--- config.mk ---
export PLATFORM = sky130hd
export DESIGN_NAME = magnetometer_heading_to_rgb_top
export DESIGN_NICKNAME = d
export VERILOG_FILES = /design/src/mhrgb_pkg.sv /design/src/mhrgb_cordic_cell.sv /design/src/mhrgb_post.sv /design/src/mhrgb_color.sv /design/src/magnetometer_heading_to_rgb_top.sv
export SDC_FILE = /design/constraint.sdc
export NUM_CORES = 2
export LEC_CHECK = 0
export BUFFER_PORTS_ARGS = -buffer_cell sky130_fd_sc_hd__buf_4
export CORE_UTILIZATION = 60
export CTS_CLUSTER_DIAMETER = 40
export CTS_CLUSTER_SIZE = 40
export DETAILED_ROUTE_END_ITERATION = 10
export GPL_TIMING_DRIVEN = 0
export PLACE_DENSITY = 0.81
export SLEW_MARGIN = 5
export SYNTH_ARGS = -nofsm -noshare
export SYNTH_HDL_FRONTEND = slang
export SYNTH_SLANG_ARGS = --single-unit
export TNS_END_PERCENT = 10
--- constraint.sdc ---
create_clock -name aclk -period 10.6 [get_ports aclk]
set_clock_uncertainty 0.2 [all_clocks]
set_input_delay 2.12 -clock aclk [delete_from_list [all_inputs] [get_ports aclk]]
set_output_delay 2.12 -clock aclk [all_outputs]
set_load 0.01 [all_outputs]
--- src/mhrgb_pkg.sv ---
package mhrgb_pkg;

    localparam int CORDIC_ITERATIONS_DEF = 16;
    localparam int SAMPLE_WIDTH_DEF      = 16;
    localparam int ATAN_LEN              = 24;
    localparam int ZW                    = 32;   // angle accumulator, 28 fraction bits

    typedef logic signed [ZW-1:0] angle_t;
    typedef logic [30:0]          uangle_t;      // folded angle, 0 .. 2*pi
    typedef logic [15:0]          rad_t;
    typedef logic [14:0]          deg_t;
    typedef logic [7:0]           level_t;

    localparam angle_t     ANG_PI      = 32'sd843314857;
    localparam angle_t     ANG_TWO_PI  = 32'sd1686629713;
    localparam logic [31:0] DEG64_SCALE = 32'd3845054675;   // 11520/pi in Q.20
    localparam deg_t       DEG64_MAX   = 15'd23039;
    localparam deg_t       SEG_UNITS   = 15'd7680;          // 120 degrees in 1/64 units

    // atan(2^-i) in units of 2^-28 rad
    function automatic angle_t atan_entry(input int unsigned idx);
        angle_t v;
        unique case (idx)
            0:  v = 32'sd210828714;
            1:  v = 32'sd124459457;
            2:  v = 32'sd65760959;
            3:  v = 32'sd33381290;
            4:  v = 32'sd16755422;
            5:  v = 32'sd8385879;
            6:  v = 32'sd4193963;
            7:  v = 32'sd2097109;
            8:  v = 32'sd1048571;
            9:  v = 32'sd524287;
            10: v = 32'sd262144;
            11: v = 32'sd131072;
            12: v = 32'sd65536;
            13: v = 32'sd32768;
            14: v = 32'sd16384;
            15: v = 32'sd8192;
            16: v = 32'sd4096;
            17: v = 32'sd2048;
            18: v = 32'sd1024;
            19: v = 32'sd512;
            20: v = 32'sd256;
            21: v = 32'sd128;
            22: v = 32'sd64;
            23: v = 32'sd32;
            default: v = '0;
        endcase
        return v;
    endfunction

endpackage

--- src/mhrgb_cordic_cell.sv ---
module mhrgb_cordic_cell
    import mhrgb_pkg::*;
#(
    parameter int XW  = SAMPLE_WIDTH_DEF + 3,
    parameter int IDX = 0
) (
    input  logic                 aclk,
    input  logic                 aresetn,
    input  logic                 in_valid,
    output logic                 in_ready,
    input  logic signed [XW-1:0] in_x,
    input  logic signed [XW-1:0] in_y,
    input  angle_t               in_z,
    input  logic                 in_zero,
    output logic                 out_valid,
    input  logic                 out_ready,
    output logic signed [XW-1:0] out_x,
    output logic signed [XW-1:0] out_y,
    output angle_t               out_z,
    output logic                 out_zero
);

    localparam angle_t ATAN_I = atan_entry(IDX);

    logic                 valid_reg;
    logic signed [XW-1:0] x_reg, x_next;
    logic signed [XW-1:0] y_reg, y_next;
    angle_t               z_reg, z_next;
    logic                 zero_reg;
    logic signed [XW-1:0] xs, ys;
    logic                 y_pos;

    assign in_ready = !valid_reg || out_ready;

    always_comb begin
        xs    = in_x >>> IDX;
        ys    = in_y >>> IDX;
        y_pos = !in_y[XW-1] && (in_y != '0);
        if (y_pos) begin
            x_next = in_x + ys;
            y_next = in_y - xs;
            z_next = in_z + ATAN_I;
        end else begin
            x_next = in_x - ys;
            y_next = in_y + xs;
            z_next = in_z - ATAN_I;
        end
    end

    always_ff @(posedge aclk) begin
        if (!aresetn) begin
            valid_reg <= 1'b0;
        end else if (in_ready) begin
            valid_reg <= in_valid;
        end
    end

    always_ff @(posedge aclk) begin
        if (in_ready && in_valid) begin
            x_reg    <= x_next;
            y_reg    <= y_next;
            z_reg    <= z_next;
            zero_reg <= in_zero;
        end
    end

    assign out_valid = valid_reg;
    assign out_x     = x_reg;
    assign out_y     = y_reg;
    assign out_z     = z_reg;
    assign out_zero  = zero_reg;

endmodule

--- src/mhrgb_post.sv ---
module mhrgb_post
    import mhrgb_pkg::*;
(
    input  logic   aclk,
    input  logic   aresetn,
    input  logic   in_valid,
    output logic   in_ready,
    input  angle_t in_z,
    input  logic   in_zero,
    output logic   out_valid,
    input  logic   out_ready,
    output rad_t   out_rad,
    output deg_t   out_deg
);

    // stage A: fold into 0 .. 2*pi
    logic    fold_valid_reg;
    uangle_t fold_reg, fold_next;
    logic    fold_ready;
    angle_t  z_eff;

    // stage B: scale to 1/64 degree
    logic        scale_valid_reg;
    rad_t        rad_reg;
    deg_t        deg_reg;
    logic [62:0] prod;

    assign fold_ready = !scale_valid_reg || out_ready;
    assign in_ready   = !fold_valid_reg || fold_ready;

    always_comb begin
        z_eff = in_zero ? '0 : in_z;
        if (z_eff[ZW-1]) begin
            fold_next = uangle_t'(z_eff + ANG_TWO_PI);
        end else if (z_eff >= ANG_TWO_PI) begin
            fold_next = uangle_t'(z_eff - ANG_TWO_PI);
        end else begin
            fold_next = uangle_t'(z_eff);
        end
    end

    assign prod = 63'(fold_reg) * 63'(DEG64_SCALE);

    always_ff @(posedge aclk) begin
        if (!aresetn) begin
            fold_valid_reg  <= 1'b0;
            scale_valid_reg <= 1'b0;
        end else begin
            if (in_ready) begin
                fold_valid_reg <= in_valid;
            end
            if (fold_ready) begin
                scale_valid_reg <= fold_valid_reg;
            end
        end
    end

    always_ff @(posedge aclk) begin
        if (in_ready && in_valid) begin
            fold_reg <= fold_next;
        end
        if (fold_ready && fold_valid_reg) begin
            rad_reg <= fold_reg[30:15];
            deg_reg <= prod[62:48];
        end
    end

    assign out_valid = scale_valid_reg;
    assign out_rad   = rad_reg;
    assign out_deg   = deg_reg;

endmodule

--- src/mhrgb_color.sv ---
module mhrgb_color
    import mhrgb_pkg::*;
(
    input  logic   aclk,
    input  logic   aresetn,
    input  logic   in_valid,
    output logic   in_ready,
    input  rad_t   in_rad,
    input  deg_t   in_deg,
    output logic   out_valid,
    input  logic   out_ready,
    output rad_t   out_rad,
    output deg_t   out_deg,
    output level_t out_red,
    output level_t out_green,
    output level_t out_blue
);

    typedef enum logic [1:0] {
        SEG_RED_GREEN  = 2'd0,
        SEG_GREEN_BLUE = 2'd1,
        SEG_BLUE_RED   = 2'd2
    } seg_t;

    logic        valid_reg;
    rad_t        rad_reg;
    deg_t        deg_reg, deg_next;
    level_t      red_reg, red_next;
    level_t      green_reg, green_next;
    level_t      blue_reg, blue_next;
    seg_t        seg;
    logic [12:0] frac;
    logic [12:0] rest;
    logic [16:0] up17, down17;
    level_t      up, down;

    assign in_ready = !valid_reg || out_ready;

    // 255/7680 reduces to 17/512: scale by 17, drop nine bits
    always_comb begin
        deg_next = (in_deg > DEG64_MAX) ? DEG64_MAX : in_deg;
        if (deg_next >= 15'(2 * SEG_UNITS)) begin
            seg  = SEG_BLUE_RED;
            frac = 13'(deg_next - 15'(2 * SEG_UNITS));
        end else if (deg_next >= SEG_UNITS) begin
            seg  = SEG_GREEN_BLUE;
            frac = 13'(deg_next - SEG_UNITS);
        end else begin
            seg  = SEG_RED_GREEN;
            frac = 13'(deg_next);
        end
        rest   = 13'(SEG_UNITS) - frac;
        up17   = {frac, 4'b0000} + 17'(frac);
        down17 = {rest, 4'b0000} + 17'(rest);
        up     = up17[16:9];
        down   = down17[16:9];
        unique case (seg)
            SEG_RED_GREEN: begin
                red_next = down; green_next = up;   blue_next = '0;
            end
            SEG_GREEN_BLUE: begin
                red_next = '0;   green_next = down; blue_next = up;
            end
            SEG_BLUE_RED: begin
                red_next = up;   green_next = '0;   blue_next = down;
            end
            default: begin
                red_next = '0;   green_next = '0;   blue_next = '0;
            end
        endcase
    end

    always_ff @(posedge aclk) begin
        if (!aresetn) begin
            valid_reg <= 1'b0;
        end else if (in_ready) begin
            valid_reg <= in_valid;
        end
    end

    always_ff @(posedge aclk) begin
        if (in_ready && in_valid) begin
            rad_reg   <= in_rad;
            deg_reg   <= deg_next;
            red_reg   <= red_next;
            green_reg <= green_next;
            blue_reg  <= blue_next;
        end
    end

    assign out_valid = valid_reg;
    assign out_rad   = rad_reg;
    assign out_deg   = deg_reg;
    assign out_red   = red_reg;
    assign out_green = green_reg;
    assign out_blue  = blue_reg;

endmodule

--- src/magnetometer_heading_to_rgb_top.sv ---
// Channel   Ports                                  Beat carries
// -------   -------------------------------------  -----------------------------------
// s_        s_valid s_ready s_mag_x s_mag_y         one magnetometer sample (x, y)
// m_        m_valid m_ready m_heading_radians      heading in Q3.13 rad and 1/64 deg,
//           m_heading_degrees m_red/green/blue_*   plus the hue-wheel color
//
// One beat in and one beat out per cycle, sustained while m_ready stays high.
// Registered stages in order: pre-rotation, one cell per iteration, fold,
// degree multiply, color.
// Every stage has its own valid bit and takes a new beat whenever it is empty or its
// successor moves, so bubbles close up while m_ready is low.
// Reset (aresetn low at a clock edge) clears only the valid bits.
module magnetometer_heading_to_rgb_top
    import mhrgb_pkg::*;
#(
    parameter int CORDIC_ITERATIONS = CORDIC_ITERATIONS_DEF,
    parameter int SAMPLE_WIDTH      = SAMPLE_WIDTH_DEF
) (
    input  logic                           aclk,
    input  logic                           aresetn,
    input  logic                           s_valid,
    output logic                           s_ready,
    input  logic signed [SAMPLE_WIDTH-1:0] s_mag_x,
    input  logic signed [SAMPLE_WIDTH-1:0] s_mag_y,
    output logic                           m_valid,
    input  logic                           m_ready,
    output rad_t                           m_heading_radians,
    output deg_t                           m_heading_degrees,
    output level_t                         m_red_level,
    output level_t                         m_green_level,
    output level_t                         m_blue_level
);

    // the table stops at 24 entries; run no more iterations than that
    localparam int NUM_ITER = (CORDIC_ITERATIONS < ATAN_LEN) ? CORDIC_ITERATIONS : ATAN_LEN;
    // room for the negated minimum plus the CORDIC gain and the y swing
    localparam int XW = SAMPLE_WIDTH + 3;

    // pre-rotation stage
    logic                 pre_valid_reg;
    logic signed [XW-1:0] pre_x_reg, pre_x_next;
    logic signed [XW-1:0] pre_y_reg, pre_y_next;
    angle_t               pre_z_reg, pre_z_next;
    logic                 pre_zero_reg, pre_zero_next;
    logic signed [XW-1:0] ext_x, ext_y;

    // chain of CORDIC cells; index i is the input of cell i
    logic                 ch_valid [0:NUM_ITER];
    logic                 ch_ready [0:NUM_ITER];
    logic signed [XW-1:0] ch_x     [0:NUM_ITER];
    logic signed [XW-1:0] ch_y     [0:NUM_ITER];
    angle_t               ch_z     [0:NUM_ITER];
    logic                 ch_zero  [0:NUM_ITER];

    // post stages to color stage
    logic post_valid, post_ready;
    rad_t post_rad;
    deg_t post_deg;

    // Sign-extend, then turn a sample with negative x by pi so the
    // vectoring loop starts in the right half plane.
    always_comb begin
        ext_x         = signed'({{3{s_mag_x[SAMPLE_WIDTH-1]}}, s_mag_x});
        ext_y         = signed'({{3{s_mag_y[SAMPLE_WIDTH-1]}}, s_mag_y});
        pre_zero_next = (s_mag_x == '0) && (s_mag_y == '0);
        if (ext_x[XW-1]) begin
            pre_x_next = -ext_x;
            pre_y_next = -ext_y;
            pre_z_next = ANG_PI;
        end else begin
            pre_x_next = ext_x;
            pre_y_next = ext_y;
            pre_z_next = '0;
        end
    end

    // take a beat whenever the stage is empty or the first cell moves
    assign s_ready = !pre_valid_reg || ch_ready[0];

    always_ff @(posedge aclk) begin
        if (!aresetn) begin
            pre_valid_reg <= 1'b0;
        end else if (s_ready) begin
            pre_valid_reg <= s_valid;
        end
    end

    always_ff @(posedge aclk) begin
        if (s_ready && s_valid) begin
            pre_x_reg    <= pre_x_next;
            pre_y_reg    <= pre_y_next;
            pre_z_reg    <= pre_z_next;
            pre_zero_reg <= pre_zero_next;
        end
    end

    assign ch_valid[0] = pre_valid_reg;
    assign ch_x[0]     = pre_x_reg;
    assign ch_y[0]     = pre_y_reg;
    assign ch_z[0]     = pre_z_reg;
    assign ch_zero[0]  = pre_zero_reg;

    // one cell per iteration, each with its own shift and arctangent constant
    for (genvar i = 0; i < NUM_ITER; i++) begin : g_cell
        mhrgb_cordic_cell #(
            .XW  (XW),
            .IDX (i)
        ) u_cell (
            .aclk      (aclk),
            .aresetn   (aresetn),
            .in_valid  (ch_valid[i]),
            .in_ready  (ch_ready[i]),
            .in_x      (ch_x[i]),
            .in_y      (ch_y[i]),
            .in_z      (ch_z[i]),
            .in_zero   (ch_zero[i]),
            .out_valid (ch_valid[i+1]),
            .out_ready (ch_ready[i+1]),
            .out_x     (ch_x[i+1]),
            .out_y     (ch_y[i+1]),
            .out_z     (ch_z[i+1]),
            .out_zero  (ch_zero[i+1])
        );
    end

    // Fold the angle and scale it to degrees; x and y of the last cell drop here.
    mhrgb_post u_post (
        .aclk      (aclk),
        .aresetn   (aresetn),
        .in_valid  (ch_valid[NUM_ITER]),
        .in_ready  (ch_ready[NUM_ITER]),
        .in_z      (ch_z[NUM_ITER]),
        .in_zero   (ch_zero[NUM_ITER]),
        .out_valid (post_valid),
        .out_ready (post_ready),
        .out_rad   (post_rad),
        .out_deg   (post_deg)
    );

    // Map to the hue wheel; its registers are the output register of the block.
    mhrgb_color u_color (
        .aclk      (aclk),
        .aresetn   (aresetn),
        .in_valid  (post_valid),
        .in_ready  (post_ready),
        .in_rad    (post_rad),
        .in_deg    (post_deg),
        .out_valid (m_valid),
        .out_ready (m_ready),
        .out_rad   (m_heading_radians),
        .out_deg   (m_heading_degrees),
        .out_red   (m_red_level),
        .out_green (m_green_level),
        .out_blue  (m_blue_level)
    );

endmodule

Yosys cells after proc, flatten, opt, wreduce, memory -nomap -nowiden
Index checks and enable logic that the tools add are counted.
{"block": "word_totals", "ff_bits": 1287, "latchBits": 0, "ramBits": 0, "rom_bits": 0, "elab_cells": 370, "mem_count": 0}
{"block": "classes", "n_addsub": 98, "multipliers": 1, "n_div": 0, "n_lt_le_gt_ge": 4, "eq_ne": 2, "shifts": 0, "n_mux": 59, "bitwise_logic": 0, "n_reduce_logical": 112}
{"cell": "19-bit 2-to-1 mux", "n": 30}
{"cell": "32-bit 2-to-1 mux", "n": 17}
{"cell": "19-bit nonzero test", "n": 16}
{"cell": "32-bit by 20-bit adder with 32-bit output, second input constant", "n": 2}
{"cell": "32-bit by 20-bit subtractor with 32-bit output, second input constant", "n": 2}
{"cell": "31-bit by 32-bit multiplier with 63-bit output, second input constant", "n": 1}
{"cell": "31-bit 2-to-1 mux", "n": 2}
{"cell": "8-bit case mux with 2 select lines", "n": 3}
{"cell": "19-bit by 10-bit adder with 19-bit output", "n": 2}
{"cell": "19-bit by 11-bit adder with 19-bit output", "n": 2}
{"cell": "19-bit by 12-bit adder with 19-bit output", "n": 2}
{"cell": "19-bit by 13-bit adder with 19-bit output", "n": 2}
{"cell": "19-bit by 14-bit adder with 19-bit output", "n": 2}
{"cell": "19-bit by 15-bit adder with 19-bit output", "n": 2}
{"cell": "19-bit by 16-bit adder with 19-bit output", "n": 2}
{"cell": "19-bit by 17-bit adder with 19-bit output", "n": 2}
{"cell": "19-bit by 18-bit adder with 19-bit output", "n": 2}
{"cell": "19-bit by 6-bit adder with 19-bit output", "n": 2}
{"cell": "19-bit by 7-bit adder with 19-bit output", "n": 2}
{"cell": "19-bit by 8-bit adder with 19-bit output", "n": 2}
{"cell": "19-bit by 9-bit adder with 19-bit output", "n": 2}
{"cell": "16-bit negation with 19-bit output", "n": 2}
{"cell": "19-bit by 10-bit subtractor with 19-bit output", "n": 2}
{"cell": "19-bit by 11-bit subtractor with 19-bit output", "n": 2}
{"cell": "other kinds (64)", "n": 171}

Depth between registers and ports, before layout
{"block": "logic_depth", "word_depth": 22, "depth_mapped": 26, "mapped_depth_nobuf": 26}

Hierarchy
A second synthesis with hierarchy kept.
{"block": "hier_totals", "cells_unflattened": 11910, "hier_area_um2": 118337.2}
{"mod": "mhrgb_post", "n_inst": 1, "cells_per_inst": 2046, "area_per_inst_um2": 20370.8}
{"mod": "mhrgb_cordic_cell at g_cell[0].u_cell", "n_inst": 1, "cells_per_inst": 714, "area_per_inst_um2": 6521.3}
{"mod": "mhrgb_cordic_cell at g_cell[1].u_cell", "n_inst": 1, "cells_per_inst": 655, "area_per_inst_um2": 6269.8}
{"mod": "mhrgb_cordic_cell at g_cell[2].u_cell", "n_inst": 1, "cells_per_inst": 660, "area_per_inst_um2": 6243.5}
{"mod": "mhrgb_cordic_cell at g_cell[4].u_cell", "n_inst": 1, "cells_per_inst": 650, "area_per_inst_um2": 6209.7}
{"mod": "mhrgb_cordic_cell at g_cell[3].u_cell", "n_inst": 1, "cells_per_inst": 650, "area_per_inst_um2": 6192.2}
{"mod": "mhrgb_cordic_cell at g_cell[5].u_cell", "n_inst": 1, "cells_per_inst": 632, "area_per_inst_um2": 6104.6}
{"mod": "mhrgb_cordic_cell at g_cell[7].u_cell", "n_inst": 1, "cells_per_inst": 643, "area_per_inst_um2": 6088.3}
{"mod": "mhrgb_cordic_cell at g_cell[8].u_cell", "n_inst": 1, "cells_per_inst": 634, "area_per_inst_um2": 6072.1}
{"mod": "mhrgb_cordic_cell at g_cell[6].u_cell", "n_inst": 1, "cells_per_inst": 614, "area_per_inst_um2": 6003.3}
{"mod": "mhrgb_cordic_cell at g_cell[9].u_cell", "n_inst": 1, "cells_per_inst": 611, "area_per_inst_um2": 5997.0}
{"mod": "mhrgb_cordic_cell at g_cell[12].u_cell", "n_inst": 1, "cells_per_inst": 488, "area_per_inst_um2": 5236.3}
{"mod": "mhrgb_cordic_cell at g_cell[14].u_cell", "n_inst": 1, "cells_per_inst": 513, "area_per_inst_um2": 5222.5}
{"mod": "mhrgb_cordic_cell at g_cell[13].u_cell", "n_inst": 1, "cells_per_inst": 490, "area_per_inst_um2": 5175.0}
{"mod": "5 more rows"}

Worst setup path after synthesis
No wires, ideal clock.
{"block": "synth_path", "kind": "input port to flip-flop", "from": "in m_ready", "to": "reg g_cell[2].u_cell.x_reg[0], enable pin", "setup_ns": 0.609, "t_arrival_ns": 8.367, "path_slack_ns": 1.424, "path_stages": 7, "cell_sequence": "and4b_1 and4_1 nand4_1 nor2_1 and3_1 and4_1 a21boi_0"}
{"block": "synth_between", "elab_chain_cells": 18}
{"item": "start: declaration", "line_no": "magnetometer_heading_to_rgb_top.sv:26", "text": "input logic m_ready,"}
{"item": "1-bit logical OR", "line_no": "mhrgb_color.sv:37", "text": "assign in_ready = !valid_reg || out_ready;"}
{"item": "1-bit logical OR", "line_no": "mhrgb_post.sv:28", "text": "assign fold_ready = !scale_valid_reg || out_ready;"}
{"item": "1-bit logical OR", "line_no": "mhrgb_post.sv:29", "text": "assign in_ready = !fold_valid_reg || fold_ready;"}
{"item": "1-bit logical OR (14 in series)", "line_no": "mhrgb_cordic_cell.sv:33", "text": "assign in_ready = !valid_reg || out_ready;"}
{"item": "1-bit logical AND", "line_no": "mhrgb_cordic_cell.sv:59", "text": "if (in_ready && in_valid) begin"}
{"item": "end signal: assignment", "line_no": "mhrgb_cordic_cell.sv:60", "text": "x_reg <= x_next;"}
{"item": "end: declaration", "line_no": "mhrgb_cordic_cell.sv:26", "text": "logic signed [XW-1:0] x_reg, x_next;"}
No other way between the ends.
A chain may end at the register's enable or synchronous reset.

Worst setup path in the final report
{"block": "layout_path", "from": "reg u_post.fold_reg[9]", "to": "reg u_post.deg_reg[13], in the netlist u_post.out_deg[13] (data pin)"}
{"block": "layout_between", "elab_chain_cells": 1}
{"item": "start: declaration", "line_no": "mhrgb_post.sv:18", "text": "uangle_t fold_reg, fold_next;"}
{"item": "start signal: assignment", "line_no": "mhrgb_post.sv:60", "text": "fold_reg <= fold_next;"}
{"item": "31-bit by 32-bit multiplier with 63-bit output", "line_no": "mhrgb_post.sv:42", "text": "assign prod = 63'(fold_reg) * 63'(DEG64_SCALE);"}
{"item": "named net u_post.prod[61]", "line_no": "mhrgb_post.sv:26", "text": "logic [62:0] prod;"}
{"item": "end signal: assignment", "line_no": "mhrgb_post.sv:64", "text": "deg_reg <= prod[62:48];"}
{"item": "end: declaration", "line_no": "mhrgb_post.sv:25", "text": "deg_t deg_reg;"}
The timed path passes the listed nets, and every way through them passes these cells.

==> results.json <==
{
  "synth_compound_area_frac": 0.151,
  "required_ns": 10.94,
  "hold_viol": 0,
  "wl_per_cell_um": 19.2,
  "synth_xor_area_frac": 0.0894,
  "synth-simple-area-share": 0.120,
  "pwr-share-seq": 0.404,
  "core_mm2": 0.172,
  "routed_via_density": 6.04,
  "slew_headroom": 0.137,
  "synth_mux_area_frac": 0.00399,
  "synth_flop_cell": "edfxtp_1",
  "overflow": 0,
  "final_cell_mix": "1,353 x ha_1, 1,202 x edfxtp_1, 1,002 x inv_1",
  "clk_latency_ns": 0.85,
  "syn-cell-area_mm2": 0.104,
  "die_h_um": 419,
  "status": "finished clean",
  "finalCritPeriodShare": 0.847,
  "drc": 0,
  "cap_violations": 0,
  "dp_cells": 12700,
  "hpwl_mm": 198,
  "post_cts_buffers": 0,
  "total_power_mw": 13.7,
  "synthTopCellsByArea": "edfxtp_1 35%, ha_1 16%, fa_1 8.3%, xnor2_1 6.7%, inv_1 3.6%",
  "grt_pass1_vias": 79300,
  "finalSetupViolations": 0,
  "synth_top_family_by_area": "adder cells",
  "antenna_found_initial": 1,
  "htreeDepth": 4,
  "cp-end-kind": "flip-flop",
  "cts_max_path_buffers": 3,
  "initial_core_util": 0.606,
  "rows": 152,
  "rr_worst_depth": 24,
  "clkTransAtPathRegs_ns": 0.07,
  "cts_resized": 0,
  "powerDensity_mw_per_mm2": 119,
  "worstPathArrival_ns": 9.31,
  "synthAdderAreaFrac": 0.245,
  "cts_sinks": 1222,
  "design_area_mm2": 0.116,
  "nets": 12400,
  "worst_slew_pin_slew_ns": 1.29,
  "vias": 78800,
  "worstPathMaxFanout": 10,
  "hold_path.class": "reg -> reg",
  "layout.cells.non_filler": 13000,
  "hold-path-cell-count": 0,
  "pwr-share-comb": 0.123,
  "yosysSeqAreaShare": 0.350,
  "synth_seq_cells": 1222,
  "postSynthAreaPerCell_um2": 10.2,
  "syn_inst": 10200,
  "place.gp.congestion": 0.981,
  "final_common_cell": "ha_1",
  "drive_gt1_frac": 0.0609,
  "fillers": 13000,
  "fin_crit_ns": 8.97,
  "ioPinCount": 93,
  "grtUsageTotal": 0.283,
  "p_sw_frac": 0.271,
  "place.port_buffers": 91,
  "synth_edf_count": 1202,
  "path_class": "reg -> reg",
  "first_pass_iters": 6,
  "grt_setup_unrepaired": "false",
  "synthToLayoutAreaGrowth_pct": 11.0,
  "grt_pass1_wl_mm": 403,
  "switchingPower_mw": 3.72,
  "ant_nets": 0,
  "hold_ws_ns": 0.154,
  "ys.warnings.count": 0,
  "clockRootBuffer": "clkbuf_16",
  "startpoint_type": "flip-flop",
  "final_max_slew_viol_count": 0,
  "synth_cell_types": 90,
  "hold_buffers": 0,
  "cts_tree": "done",
  "synth_area_leader_cell": "edfxtp_1",
  "synth_top_area_frac": 0.346,
  "grt_max_degree": 72,
  "drt_wl_total_mm": 250,
  "vdd_ir_drop_max_v": 0.000140,
  "p_int_mw": 10.0,
  "final_util": 0.672,
  "die_area_mm2": 0.175,
  "drt_iter0_drc": 5565,
  "die_w_um": 419,
  "cts_buffers": 191,
  "pwr-share-clk": 0.473,
  "power_leakage_nw": 47.7,
  "synthArstFlopShare": 0,
  "fmax_ghz": 0.111,
  "largest_reg_flops": 493,
  "place_area_mm2": 0.109
}
-- logic make-up (layout without fill, tap and decap cells) --
kind of cell,Yosys count,after routing
AND/OR/NAND/NOR,2565,2565
multiplexers,41,41
other,1,31
flip-flops,1222,1222
adder cells (fa/ha/maj),1783,1783
AO/OA/AOI/OAI,2398,2398
XOR/XNOR,1064,1064
buffers and inverters,1143,1627
-- area by class of cell --
| class | instances | area [um^2] | share of cell area |
|---|---|---|---|
| antenna | 1 | 2.50 | 0.0000216 |
| buffer | 135 | 538 | 0.00465 |
| clock buffer | 215 | 4920 | 0.0425 |
| clock inverter | 144 | 1970 | 0.0170 |
| inverter | 1008 | 3780 | 0.0327 |
| multi-input combinational | 7881 | 63700 | 0.551 |
| sequential | 1222 | 36500 | 0.315 |
| tap | 2310 | 2890 | 0.0250 |
| timing repair buffer | 125 | 1370 | 0.0118 |
-- cells in the mapped netlist (all sizes together) (22+ instances only) --
cell and instances:
a221oi 22, nor2 833, nor4 80, o31ai 95
xnor2 792, nand2b 100, o21ai 476, a31o 38
or2 57, mux2i 37, o211ai 62, o21ba 27
and2 59, inv 1005, nor3 294, and3 115
a21boi 33, o22ai 39, a31oi 53, buf 26
nand2 424, or3 84, o31a 39, nand3 222
nor2b 144, o21a 146, a21oi 667, nand4 54
xor2 272, a211oi 123, or4 43, fa 430
o41ai 105, a21o 200, edfxtp 1202, o21bai 95
ha 1353, clkbuf 109
-- routing by layer --
metal,part of all wire,GRT usage,vias to the layer above
li1,-,-,37800
met1,0.42,0.351,38200
met2,0.50,0.506,2192
met3,0.047,0.0345,530
met4,0.032,0.100,0
met5,0,0,-
-- power groups by stage --
| stage | Clock (mW) | Combinational, mW | Sequential, mW |
|---|---|---|---|
| global placement | 0 | 1.61 | 5.65 |
| finish | 6.50 | 1.70 | 5.55 |
| floorplan | 0 | 1.28 | 5.61 |
| global route | 6.81 | 1.88 | 5.56 |
| CTS | 6.59 | 1.68 | 5.55 |
| detailed placement | 0 | 1.66 | 5.65 |
-- stage by stage --
| step | TNS, ns | worst slack, ns |
|---|---|---|
| 2_1_floorplan | 0 | 1.42 |
| 3_3_place_gp | -144.34 | -0.587 |
| 3_5_place_dp | 0 | 1.73 |
| 4_1_cts | 0 | 1.66 |
| 5_1_grt | 0 | 1.27 |
| 6_report | 0 | 1.63 |
-- final timing paths --
| path | startpoint | endpoint | slack [ns] |
|---|---|---|---|
| setup / recovery | u_post.fold_reg[9] | u_post.out_deg[13] | 1.63 |
| hold / removal | g_cell[14].u_cell.out_z[10] | g_cell[15].u_cell.out_z[10] | 0.15 |
| setup reg to reg | u_post.fold_reg[9] | u_post.out_deg[13] | 1.63 |
| hold reg to reg | g_cell[14].u_cell.out_z[10] | g_cell[15].u_cell.out_z[10] | 0.15 |
-- worst max-delay path: stages, from the launching register on --
cell,delay (ns)
edfxtp_1,0.86
ha_1,0.43
inv_1,0.09
fa_1,0.48
fa_1,0.54
fa_1,0.56
inv_1,0.06
fa_1,0.49
inv_1,0.06
fa_1,0.56
inv_1,0.06
fa_1,0.48
inv_1,0.05
fa_1,0.54
inv_1,0.05
ha_1,0.32
and3_1,0.19
o211ai_1,0.10
a211oi_1,1.00
o21ai_0,0.33
a2111oi_1,0.49
clkdlybuf4s18_2,0.31
o41ai_1,0.14
o21bai_1,0.21
xor2_1,0.09
No activity file was read; power rests on OpenSTA's default activity.
